## src/sv/upc_pkg.sv

```systemverilog
`default_nettype none

package upc_pkg;

    localparam int unsigned NUM_RESERVED = 19;
    localparam int unsigned DEFAULT_FIFO_DEPTH = 2;

    localparam logic [7:0] PCT_CHAR = 8'h25;

    localparam logic [7:0] RESERVED_TAB [NUM_RESERVED] = '{
        8'h20, 8'h21, 8'h23, 8'h24, 8'h25, 8'h27, 8'h28, 8'h29, 8'h2A, 8'h2B,
        8'h2C, 8'h3A, 8'h3B, 8'h3D, 8'h3F, 8'h5B, 8'h40, 8'h5C, 8'h5D
    };

    typedef enum logic {
        MODE_ENCODE = 1'b0,
        MODE_DECODE = 1'b1
    } mode_t;

    typedef enum logic [1:0] {
        PEND_NONE = 2'd0,
        PEND_PCT  = 2'd1,
        PEND_BYTE = 2'd2
    } pend_t;

    // One queue entry: up to three output bytes of one request, sent from b0 up.
    typedef struct packed {
        logic [1:0] cnt;
        logic [7:0] b0;
        logic [7:0] b1;
        logic [7:0] b2;
        logic       last;
    } upc_entry_t;

    function automatic logic [7:0] hex_digit(input logic [3:0] v);
        logic [7:0] r;
        if (v < 4'd10) begin
            r = 8'h30 + {4'd0, v};
        end else begin
            r = 8'h37 + {4'd0, v};
        end
        return r;
    endfunction

    function automatic logic is_reserved(input logic [7:0] b);
        logic hit;
        hit = 1'b0;
        for (int i = 0; i < NUM_RESERVED; i++) begin
            if (RESERVED_TAB[i] == b) begin
                hit = 1'b1;
            end
        end
        return hit;
    endfunction

    // Bit 8 flags a match, bits 7:0 hold the decoded byte.
    function automatic logic [8:0] match_code(input logic [7:0] a, input logic [7:0] b);
        logic [8:0] r;
        r = '0;
        for (int i = 0; i < NUM_RESERVED; i++) begin
            if (hex_digit(RESERVED_TAB[i][7:4]) == a && hex_digit(RESERVED_TAB[i][3:0]) == b) begin
                r = {1'b1, RESERVED_TAB[i]};
            end
        end
        return r;
    endfunction

endpackage

`default_nettype wire

```

## src/sv/upc_front.sv

```systemverilog
`default_nettype none

module upc_front (
    input  wire                 aclk,
    input  wire                 aresetn,
    input  wire                 s_tvalid,
    output logic                s_tready,
    input  wire  [7:0]          s_tdata,   // data_byte[7:0]
    input  wire                 s_tlast,
    input  wire                 cfg_valid,
    output logic                cfg_ready,
    input  wire                 cfg_data,
    input  wire                 q_full,
    output logic                q_push,
    output upc_pkg::upc_entry_t q_entry
);
    import upc_pkg::*;

    mode_t      mode_reg, mode_next;
    pend_t      pend_reg, pend_next;
    logic [7:0] held_reg, held_next;
    logic [8:0] match;
    logic       accept;

    assign s_tready  = !q_full;
    assign cfg_ready = 1'b1;
    assign accept    = s_tvalid && s_tready;
    assign match     = match_code(held_reg, s_tdata);

    always_comb begin
        q_entry      = '0;
        q_entry.last = s_tlast;
        mode_next    = mode_reg;
        pend_next    = pend_reg;
        held_next    = held_reg;
        if (accept) begin
            if (mode_reg == MODE_ENCODE) begin
                pend_next = PEND_NONE;
                if (is_reserved(s_tdata)) begin
                    q_entry.cnt = 2'd3;
                    q_entry.b0  = PCT_CHAR;
                    q_entry.b1  = hex_digit(s_tdata[7:4]);
                    q_entry.b2  = hex_digit(s_tdata[3:0]);
                end else begin
                    q_entry.cnt = 2'd1;
                    q_entry.b0  = s_tdata;
                end
            end else begin
                unique case (pend_reg)
                    PEND_PCT: begin
                        if (s_tlast) begin
                            pend_next   = PEND_NONE;
                            q_entry.cnt = 2'd2;
                            q_entry.b0  = PCT_CHAR;
                            q_entry.b1  = s_tdata;
                        end else begin
                            pend_next = PEND_BYTE;
                            held_next = s_tdata;
                        end
                    end
                    PEND_BYTE: begin
                        pend_next = PEND_NONE;
                        if (match[8]) begin
                            q_entry.cnt = 2'd1;
                            q_entry.b0  = match[7:0];
                        end else if (held_reg == PCT_CHAR) begin
                            if (s_tlast) begin
                                q_entry.cnt = 2'd3;
                                q_entry.b0  = PCT_CHAR;
                                q_entry.b1  = PCT_CHAR;
                                q_entry.b2  = s_tdata;
                            end else begin
                                q_entry.cnt = 2'd1;
                                q_entry.b0  = PCT_CHAR;
                                pend_next   = PEND_BYTE;
                                held_next   = s_tdata;
                            end
                        end else if (s_tdata == PCT_CHAR && !s_tlast) begin
                            q_entry.cnt = 2'd2;
                            q_entry.b0  = PCT_CHAR;
                            q_entry.b1  = held_reg;
                            pend_next   = PEND_PCT;
                        end else begin
                            q_entry.cnt = 2'd3;
                            q_entry.b0  = PCT_CHAR;
                            q_entry.b1  = held_reg;
                            q_entry.b2  = s_tdata;
                        end
                    end
                    default: begin
                        pend_next = PEND_NONE;
                        if (s_tdata == PCT_CHAR && !s_tlast) begin
                            pend_next = PEND_PCT;
                        end else begin
                            q_entry.cnt = 2'd1;
                            q_entry.b0  = s_tdata;
                        end
                    end
                endcase
            end
        end
        if (cfg_valid && cfg_ready) begin
            mode_next = mode_t'(cfg_data);
            pend_next = PEND_NONE;
        end
        q_push = accept && (q_entry.cnt != 2'd0);
    end

    always_ff @(posedge aclk) begin
        if (!aresetn) begin
            mode_reg <= MODE_ENCODE;
            pend_reg <= PEND_NONE;
        end else begin
            mode_reg <= mode_next;
            pend_reg <= pend_next;
        end
    end

    always_ff @(posedge aclk) begin
        held_reg <= held_next;
    end

endmodule

`default_nettype wire

```

## src/sv/upc_fifo.sv

```systemverilog
`default_nettype none

module upc_fifo #(
    parameter int unsigned DEPTH = upc_pkg::DEFAULT_FIFO_DEPTH
) (
    input  wire                 aclk,
    input  wire                 aresetn,
    input  wire                 push,
    input  upc_pkg::upc_entry_t push_data,
    output logic                full,
    input  wire                 pop,
    output logic                pop_valid,
    output upc_pkg::upc_entry_t pop_data
);
    import upc_pkg::*;

    localparam int unsigned PTR_W = (DEPTH > 1) ? $clog2(DEPTH) : 1;
    localparam int unsigned CNT_W = $clog2(DEPTH + 1);

    upc_entry_t       mem [DEPTH];
    logic [PTR_W-1:0] wr_ptr_reg, wr_ptr_next;
    logic [PTR_W-1:0] rd_ptr_reg, rd_ptr_next;
    logic [CNT_W-1:0] cnt_reg, cnt_next;
    logic             do_push, do_pop;

    assign full      = (cnt_reg == CNT_W'(DEPTH));
    assign pop_valid = (cnt_reg != '0);
    assign pop_data  = mem[rd_ptr_reg];
    assign do_push   = push && !full;
    assign do_pop    = pop && pop_valid;

    always_comb begin
        wr_ptr_next = wr_ptr_reg;
        rd_ptr_next = rd_ptr_reg;
        cnt_next    = cnt_reg;
        if (do_push) begin
            wr_ptr_next = (wr_ptr_reg == PTR_W'(DEPTH - 1)) ? '0 : wr_ptr_reg + 1'b1;
        end
        if (do_pop) begin
            rd_ptr_next = (rd_ptr_reg == PTR_W'(DEPTH - 1)) ? '0 : rd_ptr_reg + 1'b1;
        end
        if (do_push && !do_pop) begin
            cnt_next = cnt_reg + 1'b1;
        end else if (do_pop && !do_push) begin
            cnt_next = cnt_reg - 1'b1;
        end
    end

    always_ff @(posedge aclk) begin
        if (!aresetn) begin
            wr_ptr_reg <= '0;
            rd_ptr_reg <= '0;
            cnt_reg    <= '0;
        end else begin
            wr_ptr_reg <= wr_ptr_next;
            rd_ptr_reg <= rd_ptr_next;
            cnt_reg    <= cnt_next;
        end
    end

    always_ff @(posedge aclk) begin
        if (do_push) begin
            mem[wr_ptr_reg] <= push_data;
        end
    end

endmodule

`default_nettype wire

```

## src/sv/upc_back.sv

```systemverilog
`default_nettype none

module upc_back (
    input  wire                 aclk,
    input  wire                 aresetn,
    input  wire                 q_valid,
    input  upc_pkg::upc_entry_t q_entry,
    output logic                q_pop,
    output logic                m_tvalid,
    input  wire                 m_tready,
    output logic [7:0]          m_tdata,   // out_byte[7:0]
    output logic                m_tlast
);
    import upc_pkg::*;

    upc_entry_t cur_reg, cur_next;
    logic       cur_valid_reg, cur_valid_next;
    logic [1:0] idx_reg, idx_next;
    logic       final_byte;

    assign final_byte = (idx_reg == cur_reg.cnt - 2'd1);
    assign m_tvalid   = cur_valid_reg;
    assign m_tlast    = cur_reg.last && final_byte;

    always_comb begin
        unique case (idx_reg)
            2'd0:    m_tdata = cur_reg.b0;
            2'd1:    m_tdata = cur_reg.b1;
            default: m_tdata = cur_reg.b2;
        endcase
    end

    always_comb begin
        cur_next       = cur_reg;
        cur_valid_next = cur_valid_reg;
        idx_next       = idx_reg;
        q_pop          = 1'b0;
        if (!cur_valid_reg || (m_tready && final_byte)) begin
            q_pop          = q_valid;
            cur_valid_next = q_valid;
            cur_next       = q_entry;
            idx_next       = 2'd0;
        end else if (m_tready) begin
            idx_next = idx_reg + 2'd1;
        end
    end

    always_ff @(posedge aclk) begin
        if (!aresetn) begin
            cur_valid_reg <= 1'b0;
            idx_reg       <= 2'd0;
        end else begin
            cur_valid_reg <= cur_valid_next;
            idx_reg       <= idx_next;
        end
    end

    always_ff @(posedge aclk) begin
        cur_reg <= cur_next;
    end

endmodule

`default_nettype wire

```

## src/sv/url_percent_codec.sv

```systemverilog
`default_nettype none

// Streaming URL percent encoder and decoder, one byte per request on each side.
// The mode register selects encoding (0) or decoding (1); writing it drops any
// partly received percent code. A request is classified on the cycle it is
// accepted and its output bytes are queued, so input is taken every cycle while
// the queue has room. The output port carries one byte per cycle while m_tready is
// high and bytes are queued, which sets the rate: a reserved byte in encode mode
// gives three output bytes, a byte that passes through gives one, and in decode
// mode a request yields zero to three bytes; one that yields none is still accepted.
module url_percent_codec #(
    parameter int unsigned FIFO_DEPTH = upc_pkg::DEFAULT_FIFO_DEPTH
) (
    input  wire        aclk,
    input  wire        aresetn,
    input  wire        s_tvalid,
    output logic       s_tready,
    input  wire  [7:0] s_tdata,   // data_byte[7:0]
    input  wire        s_tlast,
    output logic       m_tvalid,
    input  wire        m_tready,
    output logic [7:0] m_tdata,   // out_byte[7:0]
    output logic       m_tlast,
    input  wire        cfg_valid,
    output logic       cfg_ready,
    input  wire        cfg_data
);
    import upc_pkg::*;

    upc_entry_t push_entry, pop_entry;
    logic       q_push, q_full, q_pop, q_valid;

    upc_front u_front (
        .aclk      (aclk),
        .aresetn   (aresetn),
        .s_tvalid  (s_tvalid),
        .s_tready  (s_tready),
        .s_tdata   (s_tdata),
        .s_tlast   (s_tlast),
        .cfg_valid (cfg_valid),
        .cfg_ready (cfg_ready),
        .cfg_data  (cfg_data),
        .q_full    (q_full),
        .q_push    (q_push),
        .q_entry   (push_entry)
    );

    upc_fifo #(
        .DEPTH (FIFO_DEPTH)
    ) u_fifo (
        .aclk      (aclk),
        .aresetn   (aresetn),
        .push      (q_push),
        .push_data (push_entry),
        .full      (q_full),
        .pop       (q_pop),
        .pop_valid (q_valid),
        .pop_data  (pop_entry)
    );

    upc_back u_back (
        .aclk     (aclk),
        .aresetn  (aresetn),
        .q_valid  (q_valid),
        .q_entry  (pop_entry),
        .q_pop    (q_pop),
        .m_tvalid (m_tvalid),
        .m_tready (m_tready),
        .m_tdata  (m_tdata),
        .m_tlast  (m_tlast)
    );

endmodule

`default_nettype wire

```

## config.mk

```make
export PLATFORM = sky130hd
export DESIGN_NAME = url_percent_codec
export DESIGN_NICKNAME = d
export VERILOG_FILES = /design/src/sv/upc_pkg.sv /design/src/sv/upc_front.sv /design/src/sv/upc_fifo.sv /design/src/sv/upc_back.sv /design/src/sv/url_percent_codec.sv
export SDC_FILE = /design/constraint.sdc
export NUM_CORES = 1
export LEC_CHECK = 0
export BUFFER_PORTS_ARGS = -buffer_cell sky130_fd_sc_hd__buf_2
export CAP_MARGIN = 20
export CELL_PAD_IN_SITES_DETAIL_PLACEMENT = 0
export CELL_PAD_IN_SITES_GLOBAL_PLACEMENT = 2
export CORE_MARGIN = 2
export CORE_UTILIZATION = 40
export DETAILED_ROUTE_END_ITERATION = 10
export HOLD_SLACK_MARGIN = 0.15
export PLACE_DENSITY_LB_ADDON = 0.1
export REMOVE_ABC_BUFFERS = 1
export SLEW_MARGIN = 20
export SYNTH_ARGS = -nofsm -noshare
export SYNTH_HDL_FRONTEND = slang
export SYNTH_SLANG_ARGS = --single-unit
```

## constraint.sdc

```tcl
create_clock -name aclk -period 10.51 [get_ports aclk]
set_input_delay 1.051 -clock aclk [delete_from_list [all_inputs] [get_ports aclk]]
set_output_delay 1.051 -clock aclk [all_outputs]
set_load 0.03 [all_outputs]
```

==> impl_metrics.ini, run 1 <==
[synthesis]
synth_seq_area_share = 0.558
synth_edf_count = 89
yosys_warnings = 0
synthTopCellsByArea = edfxtp_1, mux2_2, dfxtp_1, ha_1, nand2_1
yosys.cell_types.count = 63
yosysTopAreaCellShare = 0.519
yosys.area.top_type = edfxtp_1
synth_fa_ha_area_frac = 0.0364
synth_top_family_by_area = simple AND/OR/NAND/NOR gates
synth_mux_area_frac = 0.0668
synth_common_cells = edfxtp_1, nand2_1, nor2_1
synth-compound-area-share = 0.146
syn-instance-count = 452
synth-simple-area-share = 0.147
synth_area_mm2 = 0.00515
ys_ff_latch = 99
synthXorXnorAreaFrac = 0.00850
yosys_most_used_dff = edfxtp_1
post-synth-top-count-cell = edfxtp_1
avgSynthCellArea_um2 = 11.4
synth-async-reset-ratio = 0

[grt]
grt_overflow = 0
grt_max_degree = 33
antenna_found_initial = 0
grt_pass1_wl_um = 18900
grt_usage = 0.180
grt_pass1_vias = 3389

[sta]
min_period_ns = 4.15
period_share = 0.395
max_slew.worst_pin.slew_ns = 0.967
setup_tns_ns = 0
fin_skew_ns = 0.00783
hold_viol_final = 0
layout_setup_ws_ns = 6.36
setup_viol = 0
drv_slew = 0
rsz0062_at_grt = no
slew_headroom = 0.352
fmax_mhz = 241

[floorplan]
die_area_mm2 = 0.0138
die_y_um = 117
start_util = 0.408
chipWidth_um = 117
num_rows = 41
top_level_ports = 27
coreArea_mm2 = 0.0126

[detailed_routing]
wl_met1_um = 5650
highest_layer = met4
viasPerCell = 5.53
drt_wl_total_um = 12200
dr.first_iter.drc_count = 277
wire_per_inst_um = 18.8
wl_met3_um = 503
dr_wl_met2_um = 5500
vias = 3568
drc = 0
firstDrtPassIters = 4
antenna_left = 0

[pwr]
pwr_density_cell_mw_per_mm2 = 215
leakage_nw = 1.98
p_clk_frac = 0.256
p_int_mw = 0.849
pwr-share-seq = 0.485
p_switching_mw = 0.379
peakVddDrop_v = 0.0000714
combPwrFrac = 0.259
swShare = 0.308

[place]
post-place-ws_ns = 6.05
dp.cells = 629
port_buffers = 25
hpwlAfterDp_um = 8550
gp_congestion = 0.869

[clocking]
clockBufferDepth = 2
hold_buffers = 0
cts_setup_buffers = 0
clock_latency_ns = 0.35
cts_buffers = 9
path_clk_slew_ns = 0.07
cts_tree = done
cts-root-buf = clkbuf_16
clock-sinks = 99
cts.repair.resized = 0
htree_levels = 3

[finish]
syn_to_final_growth_pct = 10.7
n_antenna_cell = 0
instances_no_fill = 645
drive_above_1_share = 0.180
postLayoutCoreUtil = 0.452
largest_reg_flops = 54
final_nets = 498
n_fill_cell = 1222

[critical_path]
cp_max_fo = 9
crit_path_end_kind = flip-flop
start_kind = primary input
critPathRequiredTime_ns = 10.79
critPathArrivalTime_ns = 4.43
worstSetupPathType = in2reg

[run_status]
status = finished, final reports clean

[run]
timing.max_cap.violations = 0

[hold_path]
hold_path.class = reg2reg
==> per-layer routing <==
layer  vias up  GRT usage
met1      1699      0.244
met5         -          0
met3        28     0.0305
li1       1741          -
met2       100      0.274
met4         0      0.102
==> cells by family (layout without fill, tap and decap cells) <==
| group | after synthesis | in the layout |
|---|---|---|
| AO/OA/AOI/OAI | 106 | 106 |
| XOR/XNOR | 5 | 5 |
| adder cells (fa/ha/maj) | 15 | 15 |
| buffers and inverters | 46 | 67 |
| flip-flops | 99 | 99 |
| multiplexers | 31 | 31 |
| other | 1 | 1 |
| AND/OR/NAND/NOR | 149 | 149 |
==> per-stage QoR <==
stage | area, um^2 | hold slack (ns) | total power, mW
2_1_floorplan | 5040 | 0.455 | 0.828
3_3_place_gp | 5430 | 0.494 | 0.923
3_5_place_dp | 5430 | 0.499 | 0.926
4_1_cts | 5710 | 0.511 | 1.24
5_1_grt | 5710 | 0.554 | 1.30
6_report | 5710 | 0.502 | 1.23
==> cell usage in the layout (no fill, tap or decap), types with 9 or more instances in the layout <==
cell	n
inv_1	19
nor3_1	17
buf_2	25
mux2_2	27
dfxtp_1	10
nand2b_1	10
a21oi_1	18
ha_1	15
o21ai_0	17
nor2_1	31
a31oi_1	11
nand2_1	48
clkbuf_16	9
edfxtp_1	89
a22oi_1	12
==> path summary, 6_finish.rpt <==
path,cells past startpoint,start,end,slack (ns)
max,13,s_tdata[5],u_fifo.cnt_reg[1],6.36
max reg2reg,10,u_front.held_reg[7],u_fifo.cnt_reg[1],6.93
min reg2reg,2,u_fifo.wr_ptr_reg,u_fifo.wr_ptr_reg,0.50
min,2,u_fifo.wr_ptr_reg,u_fifo.wr_ptr_reg,0.50
==> power by group through the flow <==
stage	registers, mW	logic, mW	clock network [mW]
6_report	0.595	0.318	0.314
2_1_floorplan	0.615	0.213	0
5_1_grt	0.606	0.353	0.337
4_1_cts	0.595	0.324	0.322
3_5_place_dp	0.604	0.323	0
3_3_place_gp	0.601	0.321	0
==> critical path, stage by stage <==
cell and delay (ns):
buf_2 0.16, inv_1 0.19, ha_1 0.22, nand4bb_1 0.32
nor4_1 0.55, and2_1 0.26, a2111o_1 0.30, o311ai_1 0.18
a21oi_2 0.29, inv_1 0.07, ha_1 0.31, or3_1 0.38
a21boi_0 0.16
==> cell type report <==
type	instances	area (um^2)	area share
inverters	20	75.1	0.0132
well taps	172	215	0.0377
flip-flops and latches	99	2870	0.504
multi-input cells	307	2090	0.367
repair buffers	31	170	0.0298
clock buffers	10	229	0.0401
clock inverters	6	48.8	0.00855
(Power assumes the default switching activity.)
==> run 2: changes to the inputs <==
Clock period 10.51 ns to 4.1 ns, I/O delays scaled along.
==> run 2 against run 1 <==
  * Total power grew to 2.6 times the previous value
  * Critical path depth is the same
  * Flip-flop and latch count is the same
  * Largest cell class unchanged
  * Cell count grew 1.2%
  * Clock skew grew 0.0028 ns
  * Combinational power grew to 2.5 times the previous value
  * Wire length grew 3.3%
==> impl_metrics.ini, run 2 (synthesis gave the netlist of run 1 again) <==
[finish]
postLayoutCoreUtil = 0.460
syn_to_final_growth_pct = 12.6
drive_above_1_share = 0.191
largest_reg_flops = 54
final_nets = 506
layout_common_cells = edfxtp_1, nand2_1, nor2_1, mux2_2, buf_2
mostFrequentLayoutCell = edfxtp_1
n_antenna_cell = 0

[clocking]
path_clk_slew_ns = 0.07
cts-root-buf = clkbuf_16
htree_levels = 3
cts_buffers = 9
clockBufferDepth = 2
cts.repair.resized = 0
clock-sinks = 99
hold_buffers = 0
cts_tree = done
cts_setup_buffers = 0
clock_latency_ns = 0.33

[detailed_routing]
drc = 0
wire_per_inst_um = 19.2
drt_wl_total_um = 12600
viasPerCell = 5.45
firstDrtPassIters = 4
vias = 3559
dr.first_iter.drc_count = 284
antenna_left = 0

[grt]
grt_max_degree = 33
grt_overflow = 0
grt_usage = 0.188
antenna_found_initial = 0
grt_pass1_wl_um = 19900
grt_pass1_vias = 3607

[sta]
slew_headroom = 0.363
fmax_mhz = 291
hold_slack_ns = 0.274
rsz0062_at_grt = no
setup_tns_ns = 0
min_period_ns = 3.43
fin_skew_ns = 0.0106
hold_viol_final = 0
period_share = 0.837
drv_slew = 0
setup_viol = 0
max_slew.worst_pin.slew_ns = 0.949

[critical_path]
reg2reg_from = u_front.held_reg[5]
critPathTopFamily = compound AO/OA/AOI/OAI gates
r2r_slack_ns = 0.81
worst-path-buf-inv = 3
critPathRequiredTime_ns = 4.36
r2r_end = u_fifo.cnt_reg[1]
critPathArrivalTime_ns = 3.70
crit_chain = buf_2, inv_1, ha_1, nor2_1, a221oi_1, or2_1, a2111o_1, o41a_1, a21oi_2, inv_1, ha_1, or3_1, a21boi_0
worstSetupPathType = in2reg
start_kind = primary input
critPathSlowestCell = a2111o_1
max_stage_delay_ns = 0.50
cp_max_fo = 8
crit_path_end_kind = flip-flop
reg2reg_depth = 11

[hold_path]
hold_path.class = in2reg
hold_depth = 2
min_to = u_front.pend_reg[0]
min_from = cfg_valid

[floorplan]
start_util = 0.408
die_area_mm2 = 0.0138
die_y_um = 117
coreArea_mm2 = 0.0126
top_level_ports = 27
num_rows = 41
chipWidth_um = 117

[place]
hpwlAfterDp_um = 9190
gp_congestion = 0.889
port_buffers = 25

[pwr]
pwr_density_cell_mw_per_mm2 = 556
peakVddDrop_v = 0.000191
leakage_nw = 2.04
p_total_mw = 3.23

[run]
timing.max_cap.violations = 0

[run_status]
status = finished, final reports clean
==> run 2: area by class of cell <==
class / instances / area [um^2]
clock buffers: 10 / 229
clock inverters: 6 / 86.3
fillers: 1197 / 6820
inverters: 20 / 75.1
multi-input cells: 307 / 2090
flip-flops and latches: 99 / 2870
well taps: 172 / 215
repair buffers: 39 / 230
==> run 2: how the worst max path moves through the flow <==
stage               cells after the start                 to  startpoint
CTS                                    13  u_fifo.cnt_reg[1]  s_tdata[0]
global placement                       13  u_fifo.cnt_reg[1]  s_tdata[0]
global route                           13  u_fifo.cnt_reg[1]  s_tdata[0]
finish                                 13  u_fifo.cnt_reg[1]  s_tdata[0]
floorplan                               9   u_fifo.mem[1][0]  s_tdata[4]
detailed placement                     13  u_fifo.cnt_reg[1]  s_tdata[0]
==> run 2: report_power, final <==
part	internal [mW]	total, mW	switching [mW]
Combinational	0.306	0.803	0.497
Sequential	1.45	1.54	0.0842
Clock	0.536	0.885	0.349
==> run 2: stage by stage <==
step / worst slack (ns) / std cells / instance area (um^2)
2_1_floorplan: 0.203 / 426 / 5040
3_3_place_gp: 0.419 / 637 / 5490
3_5_place_dp: 0.329 / 637 / 5490
4_1_cts: 0.683 / 653 / 5800
5_1_grt: 0.376 / 653 / 5800
6_report: 0.668 / 653 / 5800
==> run 2: worst register-to-register path, delay by kind of cell, from the launching register on <==
kind	cells	cell delay (ns)
simple gates	3	0.76
flops	1	0.47
buf+inv	2	0.23
fa+ha+maj	1	0.31
compound gates	5	1.45
==> run 2: per-layer routing <==
layer	share of wire	vias to the layer above	wire length [um]	GRT usage
met5	0	-	0	0
met4	0.0091	0	114	0.0587
met3	0.034	6	431	0.0300
met2	0.50	69	6290	0.322
met1	0.46	1734	5710	0.245
li1	-	1750	-	-
==> run 3: changes to the inputs <==
Clock period 4.1 ns to 3.2 ns, I/O delays scaled along.
==> run 3 against run 2 <==
  * Register-to-register slack got worse by 0.61 ns
  * Non-clock buffer count rose by 40
  * Hold slack got worse by 0.099 ns
  * Cell count rose by 6.1%
  * Total power rose by 29%
  * Wire length rose by 2.0%
  * Die area did not move
  * Sequential power rose by 27%
  * Highest routed layer unchanged
==> impl_metrics.ini, run 3 (synthesis gave the netlist of run 1 again) <==
[pwr]
p_int_mw = 2.92
leakage_nw = 2.24
pwr_density_cell_mw_per_mm2 = 680
p_switching_mw = 1.24
combPwrFrac = 0.270
pwr-share-seq = 0.469
p_clk_frac = 0.260
peakVddDrop_v = 0.000293
swShare = 0.297

[critical_path]
critPathArrivalTime_ns = 3.26
r2r_end = u_fifo.cnt_reg[1]
start_kind = flip-flop
worstSetupPathType = reg2reg
critPathRequiredTime_ns = 3.47
reg2reg_depth = 12
r2r_slack_ns = 0.20
crit_path_end_kind = flip-flop
reg2reg_from = u_front.held_reg[5]
cp_max_fo = 4

[hold_path]
hold_path.class = in2reg
min_from = cfg_valid
min_to = u_front.pend_reg[0]
hold_depth = 2

[sta]
setup_tns_ns = 0
slew_headroom = 0.538
drv_slew = 0
max_slew.worst_pin.slew_ns = 0.690
hold_viol_final = 0
fmax_mhz = 334
setup_viol = 0
fin_skew_ns = 0.00966
rsz0062_at_grt = no
min_period_ns = 3.00
period_share = 0.936
hold_slack_ns = 0.175

[place]
hpwlAfterDp_um = 9460
gp_congestion = 0.973
port_buffers = 25

[grt]
grt_pass1_wl_um = 20400
grt_pass1_vias = 3822
grt_usage = 0.193
grt_max_degree = 33
grt_overflow = 0
antenna_found_initial = 0

[clocking]
hold_buffers = 0
clockBufferDepth = 2
cts_tree = done
cts_setup_buffers = 0
path_clk_slew_ns = 0.06
cts.repair.resized = 0
cts-root-buf = clkbuf_16
clock-sinks = 99
cts_buffers = 9
clock_latency_ns = 0.35
htree_levels = 3

[floorplan]
coreArea_mm2 = 0.0126
start_util = 0.408
die_area_mm2 = 0.0138
die_y_um = 117
chipWidth_um = 117
num_rows = 41
top_level_ports = 27

[run_status]
status = finished, final reports clean

[finish]
n_antenna_cell = 0
postLayoutCoreUtil = 0.484
drive_above_1_share = 0.257
layout_common_cells = edfxtp_1, buf_4, nand2_1, nor2_1, mux2_2
syn_to_final_growth_pct = 18.6
mostFrequentLayoutCell = edfxtp_1
final_nets = 546
largest_reg_flops = 54

[run]
timing.max_cap.violations = 0

[detailed_routing]
dr.first_iter.drc_count = 219
drt_wl_total_um = 12800
firstDrtPassIters = 5
vias = 3777
antenna_left = 0
wire_per_inst_um = 18.5
drc = 0
viasPerCell = 5.45
==> run 3: cell type report <==
type | instances | area [um^2]
Sequential cell | 99 | 2870
Inverter | 20 | 75.1
Timing Repair Buffer | 79 | 556
Tap cell | 172 | 215
Clock buffer | 9 | 225
Clock inverter | 7 | 75.1
Fill cell | 1194 | 6510
Multi-Input combinational cell | 307 | 2090
==> run 3: how the worst max path moves through the flow <==
stage	end	depth (start not counted)	from	slack, ns
after floorplan	u_fifo.mem[1][0]	9	s_tdata[4]	-0.61
after global placement	u_fifo.cnt_reg[1]	13	s_tdata[0]	0.07
after detailed placement	u_fifo.cnt_reg[1]	14	s_tdata[0]	-0.08
after CTS	u_fifo.cnt_reg[1]	12	u_front.held_reg[4]	0.21
after global routing	u_fifo.cnt_reg[1]	12	u_front.held_reg[7]	0.04
final	u_fifo.cnt_reg[1]	12	u_front.held_reg[5]	0.20
==> run 3: through the flow <==
stage / power, mW / cell area [um^2] / instances / setup WS, ns
after global placement: 3.09 / 5810 / 677 / 0.0726
after floorplan: 2.72 / 5040 / 426 / -0.607
after global routing: 4.39 / 6110 / 693 / 0.0405
after detailed placement: 3.12 / 5810 / 677 / -0.0826
final: 4.16 / 6110 / 693 / 0.204
after CTS: 4.22 / 6110 / 693 / 0.214
==> run 3: metal layers <==
metal	up-vias	part of all wire	wire, um	track usage
met3	31	0.038	491	0.0320
met4	0	0.042	542	0.112
met2	113	0.47	6000	0.307
met5	-	0	0	0
li1	1833	-	-	-
met1	1800	0.45	5760	0.250
==> run 3: power groups by stage <==
stage	sequential, mW	combinational [mW]	clock [mW]
after global placement	1.97	1.12	0
after detailed placement	1.98	1.14	0
after CTS	1.95	1.15	1.12
final	1.95	1.12	1.08
after global routing	1.99	1.24	1.17
after floorplan	2.02	0.700	0
==> run 3: worst max-delay path, stage by stage, from the launching register on <==
cell and delay (ns):
edfxtp_1 0.45, nand4bb_1 0.24, nor4b_1 0.09, buf_4 0.15, o21a_2 0.12, a2111o_1 0.44, o41a_1 0.38, a21oi_2 0.14
inv_1 0.05, ha_1 0.19, xor2_1 0.15, or3_1 0.31, a21boi_0 0.19
